File: src/rtl/nds_pkg.sv
// Shared types and constants for the tube display scan multiplexer.
package nds_pkg;

  localparam int CFG_IDX_W  = 2;
  localparam int CFG_DATA_W = 24;

  localparam logic [CFG_IDX_W-1:0] CFG_TUBE_COUNT  = 2'd0;
  localparam logic [CFG_IDX_W-1:0] CFG_ANODE_MAP   = 2'd1;
  localparam logic [CFG_IDX_W-1:0] CFG_VALID_MASK  = 2'd2;

  localparam logic [7:0] BCD_MAX = 8'd9;

  typedef enum logic [0:0] {
    ST_IDLE,
    ST_LOAD
  } state_t;

  typedef struct packed {
    logic       mode;
    logic [7:0] slot;
    logic [7:0] digit;
  } cmd_t;

  typedef struct packed {
    logic       write_accepted;
    logic       anode_enable;
    logic [2:0] anode_address;
    logic [3:0] cathode_code;
  } res_t;

endpackage

File: src/rtl/nds_stream_if.sv
// Valid/ready stream channel carrying one payload beat.
interface nds_stream_if #(
  parameter type payload_t = logic
);
  logic     valid;
  logic     ready;
  payload_t data;

  modport source (output valid, output data, input ready);
  modport sink (input valid, input data, output ready);
endinterface

File: src/rtl/nds_digit_mem.sv
// Digit store: synchronous memory with per-entry valid bits cleared at reset.
module nds_digit_mem #(
  parameter int DEPTH = 8,
  parameter int AW    = 3
) (
  input  logic          clk,
  input  logic          rst,
  input  logic          wr_en,
  input  logic [AW-1:0] wr_addr,
  input  logic [7:0]    wr_data,
  input  logic          rd_en,
  input  logic [AW-1:0] rd_addr,
  output logic [7:0]    rd_data
);

  logic [7:0]       mem [DEPTH];
  logic [DEPTH-1:0] valid;
  logic [7:0]       rd_word;
  logic             rd_valid;

  always_ff @(posedge clk) begin
    if (wr_en) begin
      mem[wr_addr] <= wr_data;
    end
    if (rd_en) begin
      rd_word <= mem[rd_addr];
    end
  end

  always_ff @(posedge clk) begin
    if (rst) begin
      valid    <= '0;
      rd_valid <= 1'b0;
    end else begin
      if (rd_en) begin
        rd_valid <= valid[rd_addr];
      end
      if (wr_en) begin
        valid[wr_addr] <= 1'b1;
      end
    end
  end

  assign rd_data = rd_valid ? rd_word : 8'd0;

endmodule

File: src/rtl/nixie_display_scan_multiplexer.sv
// Top level: scan sequencer around the digit store, with a registered result beat.
// On the accept cycle an item writes or reads the digit store; the next cycle
// loads the result register. A new item is taken only once the result beat of
// the last one has left.
// Reset is synchronous; it clears the scan state, the drive registers and the
// valid bits of all digit entries, so every digit reads as zero until written.
module nixie_display_scan_multiplexer #(
  parameter int MAX_TUBES = 8
) (
  input  logic                          clk,
  input  logic                          rst,
  input  logic                          cfg_we,
  input  logic [nds_pkg::CFG_IDX_W-1:0] cfg_index,
  input  logic [nds_pkg::CFG_DATA_W-1:0] cfg_data,
  nds_stream_if.sink                    cmd,
  nds_stream_if.source                  res
);

  localparam int IDX_W = (MAX_TUBES > 1) ? $clog2(MAX_TUBES) : 1;

  nds_pkg::state_t state;
  nds_pkg::state_t state_next;

  logic [3:0]  tube_count;
  logic [23:0] slot_anode_map;
  logic [7:0]  slot_valid_mask;

  logic        phase_on;
  logic [2:0]  scan_index;
  logic        anode_enable;
  logic [2:0]  anode_address;
  logic [3:0]  cathode_code;
  logic        pend_accepted;
  logic        pend_load;
  logic        res_valid;
  nds_pkg::res_t res_data;

  nds_pkg::cmd_t cmd_beat;
  logic        cmd_fire;
  logic [3:0]  count_eff;
  logic [2:0]  idx;
  logic [2:0]  idx_next;
  logic        wr_ok;
  logic        mem_wr_en;
  logic        mem_rd_en;
  logic [7:0]  mem_rd_data;
  logic [3:0]  cathode_next;

  assign cmd_beat = cmd.data;
  assign cmd_fire = cmd.valid && cmd.ready;

  always_ff @(posedge clk) begin
    if (rst) begin
      tube_count      <= 4'd1;
      slot_anode_map  <= '0;
      slot_valid_mask <= '0;
    end else if (cfg_we) begin
      unique case (cfg_index)
        nds_pkg::CFG_TUBE_COUNT: tube_count      <= cfg_data[3:0];
        nds_pkg::CFG_ANODE_MAP:  slot_anode_map  <= cfg_data[23:0];
        nds_pkg::CFG_VALID_MASK: slot_valid_mask <= cfg_data[7:0];
        default: ;
      endcase
    end
  end

  always_comb begin
    count_eff = (32'(tube_count) > MAX_TUBES) ? 4'(MAX_TUBES) : tube_count;
    idx       = (32'(scan_index) < MAX_TUBES) ? scan_index : 3'd0;
    wr_ok     = {4'd0, cmd_beat.slot} < {8'd0, count_eff};
    idx_next  = 3'd0;
    for (int k = 7; k >= 0; k--) begin
      if ((k > 32'(idx)) && (k < 32'(count_eff)) && slot_valid_mask[k]) begin
        idx_next = 3'(k);
      end
    end
    cathode_next = cathode_code;
    if (pend_load) begin
      cathode_next = (mem_rd_data <= nds_pkg::BCD_MAX) ? mem_rd_data[3:0] : 4'd0;
    end
  end

  always_comb begin
    state_next = state;
    unique case (state)
      nds_pkg::ST_IDLE: if (cmd_fire) state_next = nds_pkg::ST_LOAD;
      nds_pkg::ST_LOAD: state_next = nds_pkg::ST_IDLE;
      default: state_next = nds_pkg::ST_IDLE;
    endcase
  end

  always_comb begin
    cmd.ready = (state == nds_pkg::ST_IDLE) && !res_valid;
    mem_wr_en = cmd_fire && cmd_beat.mode && wr_ok;
    mem_rd_en = cmd_fire && !cmd_beat.mode;
    res.valid = res_valid;
    res.data  = res_data;
  end

  nds_digit_mem #(
    .DEPTH (MAX_TUBES),
    .AW    (IDX_W)
  ) u_digit_mem (
    .clk     (clk),
    .rst     (rst),
    .wr_en   (mem_wr_en),
    .wr_addr (cmd_beat.slot[IDX_W-1:0]),
    .wr_data (cmd_beat.digit),
    .rd_en   (mem_rd_en),
    .rd_addr (idx[IDX_W-1:0]),
    .rd_data (mem_rd_data)
  );

  always_ff @(posedge clk) begin
    if (rst) begin
      state         <= nds_pkg::ST_IDLE;
      phase_on      <= 1'b0;
      scan_index    <= 3'd0;
      anode_enable  <= 1'b0;
      anode_address <= 3'd0;
      cathode_code  <= 4'd0;
      pend_accepted <= 1'b0;
      pend_load     <= 1'b0;
      res_valid     <= 1'b0;
    end else begin
      state <= state_next;
      if (res.valid && res.ready) begin
        res_valid <= 1'b0;
      end
      if (cmd_fire) begin
        pend_accepted <= cmd_beat.mode && wr_ok;
        pend_load     <= !cmd_beat.mode && !phase_on;
        if (!cmd_beat.mode) begin
          phase_on <= !phase_on;
          if (phase_on) begin
            anode_enable <= 1'b0;
          end else begin
            anode_enable  <= 1'b1;
            anode_address <= slot_anode_map[3*idx +: 3];
            scan_index    <= idx_next;
          end
        end
      end
      if (state == nds_pkg::ST_LOAD) begin
        cathode_code <= cathode_next;
        res_valid    <= 1'b1;
      end
    end
  end

  always_ff @(posedge clk) begin
    if (state == nds_pkg::ST_LOAD) begin
      res_data.write_accepted <= pend_accepted;
      res_data.anode_enable   <= anode_enable;
      res_data.anode_address  <= anode_address;
      res_data.cathode_code   <= cathode_next;
    end
  end

endmodule
File: src/flat_wrapper.sv
// flat-port wrapper written by rule: the top's interface ports become plain ports
module nixie_display_scan_multiplexer_flat 
#(
  parameter int MAX_TUBES = 8
)
  (clk, rst, cfg_we, cfg_index, cfg_data, cmd_valid, cmd_data, cmd_ready, res_valid, res_data, res_ready);
  nds_stream_if cmd_i ();
  nds_stream_if res_i ();
  input  logic clk;
  input  logic rst;
  input  logic cfg_we;
  input  logic [nds_pkg::CFG_IDX_W-1:0] cfg_index;
  input  logic [nds_pkg::CFG_DATA_W-1:0] cfg_data;
  input wire logic [$bits(cmd_i.valid)-1:0] cmd_valid;
  input wire logic [$bits(cmd_i.data)-1:0] cmd_data;
  output wire logic [$bits(cmd_i.ready)-1:0] cmd_ready;
  output wire logic [$bits(res_i.valid)-1:0] res_valid;
  output wire logic [$bits(res_i.data)-1:0] res_data;
  input wire logic [$bits(res_i.ready)-1:0] res_ready;
  assign cmd_i.valid = cmd_valid;
  assign cmd_i.data = cmd_data;
  assign cmd_ready = cmd_i.ready;
  assign res_valid = res_i.valid;
  assign res_data = res_i.data;
  assign res_i.ready = res_ready;
  nixie_display_scan_multiplexer #(.MAX_TUBES(MAX_TUBES)) u_core (.clk(clk), .rst(rst), .cfg_we(cfg_we), .cfg_index(cfg_index), .cfg_data(cfg_data), .cmd(cmd_i), .res(res_i));
endmodule
File: config.mk
export PLATFORM = sky130hd
export DESIGN_NAME = nixie_display_scan_multiplexer_flat
export DESIGN_NICKNAME = d
export VERILOG_FILES = /design/src/rtl/nds_pkg.sv /design/src/rtl/nds_stream_if.sv /design/src/rtl/nds_digit_mem.sv /design/src/rtl/nixie_display_scan_multiplexer.sv /design/src/flat_wrapper.sv
export SDC_FILE = /design/constraint.sdc
export NUM_CORES = 1
export LEC_CHECK = 0
export BUFFER_PORTS_ARGS = -buffer_cell sky130_fd_sc_hd__buf_2
export CAP_MARGIN = 15
export CORE_AREA = 2 2 39 41
export CTS_CLUSTER_SIZE = 10
export DETAILED_ROUTE_END_ITERATION = 12
export DIE_AREA = 0 0 41 43
export HOLD_SLACK_MARGIN = 0.15
export PLACE_DENSITY = 0.57
export SKIP_CTS_REPAIR_TIMING = 1
export SLEW_MARGIN = 5
export SYNTH_ARGS = -nofsm -noshare
export SYNTH_HDL_FRONTEND = slang
export SYNTH_SLANG_ARGS = --single-unit
File: constraint.sdc
create_clock -name clk -period 1.3 [get_ports clk]
set_clock_uncertainty 0.05 [all_clocks]
set_input_delay 0.13 -clock clk [delete_from_list [all_inputs] [get_ports clk]]
set_output_delay 0.13 -clock clk [all_outputs]
set_load 0.05 [all_outputs]
* Word level (Yosys, flattened, before mapping)
Memory sizes are Yosys's and may differ from the RTL's. A register that Yosys moved wholly into a read port is not among the register bits.
Cells that the tools add are included.
** Operators by class
- $add $sub $neg :: 0
- $mul :: 0
- Divide/modulo/power cells :: 0
- Magnitude comparators :: 16
- Equal/unequal tests :: 1
- Shift operators :: 0
- Muxes and demuxes :: 15
- Bitwise operators :: 2
- Reduce and logical (&&, ||, !) cells :: 24
** Operator list (count)
- two-way mux 3 bit :: 7
- logical AND 1 bit :: 17
- less-than comparator 3 x 4 -> 1 bit, first input constant :: 4
- greater-than comparator 3 bit, first input constant :: 4
- two-way mux 4 bit :: 3
- <= comparator 8 x 4 -> 1 bit, second input constant :: 1
- less-than comparator 2 x 4 -> 1 bit, first input constant :: 2
- two-way mux 8 bit :: 1
- greater-than comparator 2 x 3 -> 1 bit, first input constant :: 2
- AND reduction 2 bit :: 3
- greater-than comparator 4 bit, second input constant :: 1
- less-than comparator 1 x 4 -> 1 bit, first input constant :: 1
- greater-than comparator 1 x 3 -> 1 bit, first input constant :: 1
- two-way mux 1 bit :: 3
- == test 2 bit, second input constant :: 1
- logical NOT 1 bit :: 2
- logical NOT 2 bit :: 1
- inverter 1 bit :: 2
- case mux 1 bit (2 select lines) :: 1
- nonzero test 2 bit :: 1
** Storage, ports and cells
- Flip-flop bits (word level) :: 31
- Latch bits :: 0
- RAM bits :: 0
- Memory bits (read-only) :: 8
- Input port bits :: 32
- Output and inout bits :: 3
- Word-level logic and storage cells :: 68
- Memories kept :: 1
** Memory list
- (name not given) :: words 8, bits a word 1, rd ports 1, clocked after memory_dff 1, wr ports 0, RTL line nds_digit_mem.sv:36 : rd_valid <= valid[rd_addr];

* Logic depth before layout (Yosys ltp)
Gate-level depths: netlist (run 1).
- Depth after elaboration :: 12
- Mapped depth :: 2
- Depth with buffers taken out :: 2

* Cells and area by module
A second synthesis (run 1) with hierarchy kept.
** Second synthesis, totals
- Cells, all modules :: 253
- Area, all modules :: 4022.6 sq um
** Modules (own cells, without submodules)
- nds_digit_mem :: times used 1, cells an instance 149, area an instance 3094.2 sq um, sequential area each 2342.2 sq um
- nixie_display_scan_multiplexer :: times used 1, cells an instance 104, area an instance 928.4 sq um, sequential area each 390.4 sq um

* Worst setup path before layout (run 1)
Ideal clock, no wire load.
- Path type :: register -> output
- Start :: register u_core.res_valid, in the netlist u_core.res.valid
- End :: output port cmd_ready
- Data arrival time :: 1.214 ns
- Required time :: 1.120 ns
- Setup slack :: -0.094 ns
- Cell stages (with the launch flop) :: 2
- Buffers on the path :: 0
- Path through :: dfxtp_1 nor2_1
** Between the ends
- Longest elaborated chain between the ends :: 2
** Ends and longest elaborated chain
- start: declaration :: RTL line nixie_display_scan_multiplexer.sv:35 : logic res_valid;
- start signal: assignment :: RTL line nixie_display_scan_multiplexer.sv:124 : res_valid <= 1'b0;
- start signal: assignment :: RTL line nixie_display_scan_multiplexer.sv:128 : res_valid <= 1'b0;
- start signal: assignment :: RTL line nixie_display_scan_multiplexer.sv:146 : res_valid <= 1'b1;
- logical NOT 1 bit :: RTL line nixie_display_scan_multiplexer.sv:93 : cmd.ready = (state == nds_pkg::ST_IDLE) && !res_valid;
- logical AND 1 bit :: RTL line nixie_display_scan_multiplexer.sv:93
- end: declaration :: RTL line flat_wrapper.sv:16 : output wire logic [$bits(cmd_i.ready)-1:0] cmd_ready;
No other way between the ends.

* Worst setup path in the final report (run 1)
- Start :: register u_core.state
- End :: output port cmd_ready
** Between the ends
- Longest elaborated chain between the ends :: 2
** Ends and longest elaborated chain
- start: declaration :: RTL line nixie_display_scan_multiplexer.sv:21 : nds_pkg::state_t state;
- start signal: assignment :: RTL line nixie_display_scan_multiplexer.sv:116 : state <= nds_pkg::ST_IDLE;
- start signal: assignment :: RTL line nixie_display_scan_multiplexer.sv:126 : state <= state_next;
- inverter 1 bit :: RTL line nixie_display_scan_multiplexer.sv:93
- logical AND 1 bit :: RTL line nixie_display_scan_multiplexer.sv:93
No other way between the ends.

==> results of run 1 <==
routing by layer:
layer,GRT usage [%],wire (µm)
met1,5.806,159
met5,0,0
met3,4.712,37
met2,5.000,108
met4,4.000,0
stage by stage:
stage | cell area (µm²) | hold WS, ns | utilization, % | worst slack (ns) | cells
floorplan | 186.4 | 0.1491 | - | 0.04878 | 17
global placement | 236.5 | 0.3090 | 17.09 | 0.2044 | 39
detailed placement | 236.5 | 0.3178 | 17.09 | 0.2011 | 39
CTS | 262.8 | 0.05977 | 18.99 | 0.1478 | 43
global route | 282.8 | 0.2740 | 20.43 | 0.1018 | 45
finish | 282.8 | 0.2576 | 20.43 | 0.1693 | 45
power by group:
part	switching (mW)	internal, mW	total (mW)
registers	0.00848	0.167	0.176
logic	0.0314	0.0211	0.0525
clock network	0.0602	0.116	0.176
logic make-up after synthesis:
family | count (synthesis)
buffers and inverters | 2
DFF | 5
AOI/OAI and AO/OA | 2
and+or+nand+nor | 7
muxes | 1
sequential cells by signal, indices dropped and copies added (netlist names):
name / count
u_core.cathode_code: 1
u_core.res.valid: 1
u_core.state: 1
u_core.pend_load: 1
u_core.res.data: 1
critical path: cells and delay by family, from the launching register on:
family	cells	cell delay, ns
buffers and inverters	1	0.26
AND/OR/NAND/NOR	1	0.11
flip-flops	1	0.35
final cells by class:
class | instances | area [µm²]
Clock buffer | 4 | 26.28
Fill cell | 157 | 1101
Inverter | 2 | 7.507
Multi-Input combinational cell | 10 | 68.82
Sequential cell | 5 | 110.1
Tap cell | 16 | 20.02
Timing Repair Buffer | 8 | 50.05
worst max-delay path by stage:
stage | to | cells after the start
floorplan | u_core.pend_load | 2
global placement | u_core.pend_load | 2
detailed placement | u_core.pend_load | 2
CTS | cmd_ready | 2
global route | cmd_ready | 2
finish | cmd_ready | 2
layout by cell type (no fill, tap or decap):
cell / count
a211oi_1: 1
a21oi_1: 1
buf_2: 6
clkbuf_1: 1
clkbuf_4: 3
dfxtp_1: 4
dlygate4sd3_1: 2
edfxtp_1: 1
inv_1: 2
mux2_1: 1
nand2b_1: 1
nor2_1: 2
nor2_2: 1
nor2b_1: 2
nor3b_2: 1
==> metrics, run 1 <==
Final Hold Fails=0; Slew headroom=83.57%; FF+latch count, synth=5; top post-synthesis cells by area=dfxtp_1 44%, edfxtp_1 16%, nor2b_1 6.8%; worst vdd ir=0.4084 mV; adder-cell share of the synthesized area=0%; Netlist cell types=10; leak pwr=0.1186 nW; TritonCTS clock tree=done; post-synthesis async set-or-reset flop share=0%; nets=62; htree depth=1; Die Ht=43 µm; IO buf count=6; Compound-Gate Fraction of Synth Area=6.803%; CP Capture Type=output port; Worst-Margin Slew=0.2481 ns; Synth Instances=17; layout cell share with drive strength beyond 1=37.93%; Ports=35; Clock Latency Late Sink=0.24 ns; R2R setup slack=0.21 ns; DRT iter0 DRCs=2; Max-Cap Viols=0; Post-synth EDFFs=1; min Tclk post-route=1.131 ns; outcome=finished, final reports clean; r2r startpoint=u_core.state; ANT nets after route=0; CP startpoint kind=register; CTS buffer count=3; CTS root buffer=clkbuf_4; clk slew on worst S/H paths=0.04 ns; Layout Area Growth over Synthesis=53.74%; WS Path Type=reg -> out; Setup-failing EPs final=0; Max Root-Sink Buffers=2; top cell type's share of synthesized area=43.54%; Initial Utilization=13.29%; Residual DRC=0; WP data required=1.12 ns; max incr delay on CP=0.35 ns; Slowest-stage cell, CP=dfxtp_1; combinational family with the most area after synthesis=simple AND/OR/NAND/NOR gates; top post-synthesis cells by count=4 x dfxtp_1, 3 x nor2_1, 2 x inv_1, 2 x nor2b_1; die width=41 µm; Rows=14; Arrival @ worst endpoint=0.95 ns; Synth Area per Inst=10.82 µm²; Min-Delay Path Class=in -> reg; warnings from Yosys=0; Top FF cell, synth=dfxtp_1; Die ar.=0.001763 mm²; Post-Synth Simple-Gate Area=23.13%; setup TNS=0 ns; R2R cell count=2; WL per Instance=6.800 µm; Synth area leader=dfxtp_1; DR vias/cell=3.289; Highest Clock Rate=884.4 MHz; XOR/XNOR share of the synthesized area=0%; mux contribution to synthesized area=6.122%; post-synthesis cell area=183.9 µm²; Pwr Total=404.4 µW; syn_nets=49; HP Start=cmd_valid; core box area=0.001384 mm²; period utilization=86.98%; First-pass DRT Iterations=2; vias in the first global route=140; largest net degree at the start of global routing=6; clock sinks=5; r2r endpoint=u_core.pend_load; Min-Delay Path Depth=3; GRT Util Overall=4.925%; count leader, synth=dfxtp_1; RSZ-0062 raised after global routing=no; vias post-DR=148; Min-Delay Endpoint=u_core.state; worst path cell trace=nor2_2, buf_2; ant diodes=0; first-pass GRT wire length=517 µm; crit path max fanout=5; initial antenna violation count=0; CP startpoint=u_core.state; final WL=306 µm; Slew Viols, Final=0; Final GP Congestion=0.6475; Power Dens Cells=1430 mW/mm²; remaining global-route overflow=0; sequential share of the synthesized area=59.86%
Power figures use the tool's default switching activity.
==> run 2: changes to the inputs <==
- ABC_AREA: default -> 1
- PLACE_DENSITY: 0.57 -> 0.56
==> run 2 against run 1 <==
Net effect:
- clock-buffer cell count did not move
- synthesized cell count up 5.9%
- via count is 14% higher
- design area increased by 2.2%
- critical path type unchanged
- highest routed layer unchanged
==> metrics, run 2 <==
Synth Instances=18 (+1); RSZ-0062 raised after global routing=no; crit path max fanout=5 (unchanged); Flop pwr share=42.3% (-1.2 points); Final Hold Fails=0 (unchanged); first-pass GRT wire length=572 µm (+11%); sequential share of the synthesized area=61.11% (+1.2 points); Min-Delay Path Class=reg -> reg; WL per Instance=7.404 µm (+8.9%); Post-DP Area=230.2 µm² (-2.6%); ant diodes=0 (unchanged); Filler Cells Inserted=158 (+0.64%); CP startpoint kind=register; syn_nets=50 (+2.0%); IO buf count=6 (unchanged); core box area=0.001384 mm² (unchanged); Final GP Congestion=0.5811 (-10%); top post-synthesis cells by count=4 x dfxtp_1, 3 x inv_1, 3 x nor2_1; commonest non-fill, non-tap cell in the layout=buf_2; Clock power frac=44.1% (+0.6 points); Clock Latency Late Sink=0.24 ns (about the same); most frequent cells in the layout=5 x buf_2, 4 x clkbuf_4, 4 x dfxtp_1; DRT iter0 DRCs=2 (unchanged); Rows=14 (unchanged); Post-synth EDFFs=1 (unchanged); Max-Cap Viols=0 (unchanged); Max Root-Sink Buffers=2 (unchanged); vias in the first global route=134 (-4.3%); multi-input logic area=58.81 µm² (-15%); clock sinks=5 (unchanged); Final Util=20.89% (+0.45 points); CTS root buffer=clkbuf_4; post-synthesis async set-or-reset flop share=0% (unchanged); Synth Area per Inst=10.01 µm² (-7.5%); min Tclk post-route=1.202 ns (+0.07128 ns); Worst-Margin Slew=0.2489 ns (+0.0007318 ns); Initial Utilization=13.02% (-0.27 points); Combinational Power Share=13.6% (+0.6 points); largest net degree at the start of global routing=6 (unchanged); Setup-failing EPs final=0 (unchanged); ANT nets after route=0 (unchanged); Layout Area Growth over Synthesis=60.42%; top cell type's share of synthesized area=44.44% (+0.91 points); Ports=35 (unchanged); FF+latch count, synth=5 (unchanged); WS Path Type=reg -> out; Die Ht=43 µm (unchanged); WP data required=1.12 ns (about the same); warnings from Yosys=0 (unchanged); setup TNS=0 ns (unchanged); nets=64 (+3.2%); layout cell share with drive strength beyond 1=35.48% (-2.4 points); Slew headroom=83.52% (about the same); count leader, synth=dfxtp_1; Psw=107.2 µW (+7.1%); fin area=289.0 µm² (+2.2%); TritonCTS clock tree=done; top post-synthesis cells by area=dfxtp_1 44%, edfxtp_1 17%, a211oi_1 8.3%; switching share of power=26.05% (+1.3 points); Int Pwr=304.3 µW (about the same); CP Capture Type=output port; die width=41 µm (unchanged); CTS buffer count=3 (unchanged); Slew Viols, Final=0 (unchanged); First-pass DRT Iterations=2 (unchanged); Power Dens Cells=1424 mW/mm² (-0.44%); Top FF cell, synth=dfxtp_1; post-synthesis cell area=180.2 µm² (-2.0%); clk slew on worst S/H paths=0.04 ns (about the same); period utilization=92.46% (+5.5 points); Netlist cell types=9 (-1); Residual DRC=0 (unchanged); vias post-DR=168 (+14%); htree depth=1 (unchanged); remaining global-route overflow=0 (unchanged); DR vias/cell=3.574 (+8.7%); Highest Clock Rate=832.0 MHz (-5.9%); worst vdd ir=0.3374 mV (-17%); Arrival @ worst endpoint=1.02 ns (+0.07 ns); leak pwr=0.1259 nW (+6.1%); Synth area leader=dfxtp_1; outcome=finished, final reports clean; Die ar.=0.001763 mm² (unchanged); GRT Util Overall=6.131% (+1.2 points); final WL=348 µm (+14%); initial antenna violation count=0 (unchanged); Reg area=110.1 µm² (unchanged)
[run 2: layout make-up]
class	instances	area share, %
repair buffers	9	21.65
well taps	16	6.926
clock buffers	4	9.091
flip-flops and latches	5	38.10
multi-input cells	10	20.35
inverters	3	3.896
[run 2: logic make-up after synthesis]
group / synth area share (%)
flip-flops: 61.11
AO/OA/AOI/OAI: 13.19
AND/OR/NAND/NOR: 19.44
buffers and inverters: 6.250
[run 2: worst paths after layout]
path / startpoint / endpoint / slack [ns] / depth (start not counted)
max: u_core.state / cmd_ready / 0.1 / 2
min: u_core.cathode_code[0] / u_core.cathode_code[0] / 0.39 / 2
max reg2reg: u_core.state / u_core.pend_load / 0.43 / 4
min reg2reg: u_core.cathode_code[0] / u_core.cathode_code[0] / 0.39 / 2
[run 2: power by group through the flow]
stage               logic (mW)  clock network [mW]  registers [mW]
floorplan               0.0255                   0           0.185
global placement        0.0476                   0           0.177
detailed placement      0.0487                   0           0.177
CTS                     0.0487               0.190           0.174
global route            0.0610               0.204           0.176
finish                  0.0559               0.181           0.174
[run 2: routing by layer]
layer	part of all wire, %	vias up	global-route usage, %	wire [µm]
met5	0	-	0	0
met4	0	0	8.000	0
met3	11	0	7.853	39
met2	48	6	5.000	167
met1	41	78	5.806	141
li1	-	84	-	-
[run 2: through the flow]
step                      setup slack [ns]  instances  hold slack [ns]  total power [mW]
after floorplan                    0.05170         18           0.1520            0.2105
after detailed placement            0.3160         40           0.2721            0.2259
final                              0.09803         47           0.3862            0.4115
after CTS                          0.05124         44          0.01289            0.4132
after global routing               0.02634         47           0.4002            0.4410
after global placement              0.3235         40           0.2670            0.2246
[run 2: critical path, cell delays in order, from the launching register on]
cell and delay (ns):
dfxtp_1 0.35, nor2_4 0.18, clkbuf_4 0.25
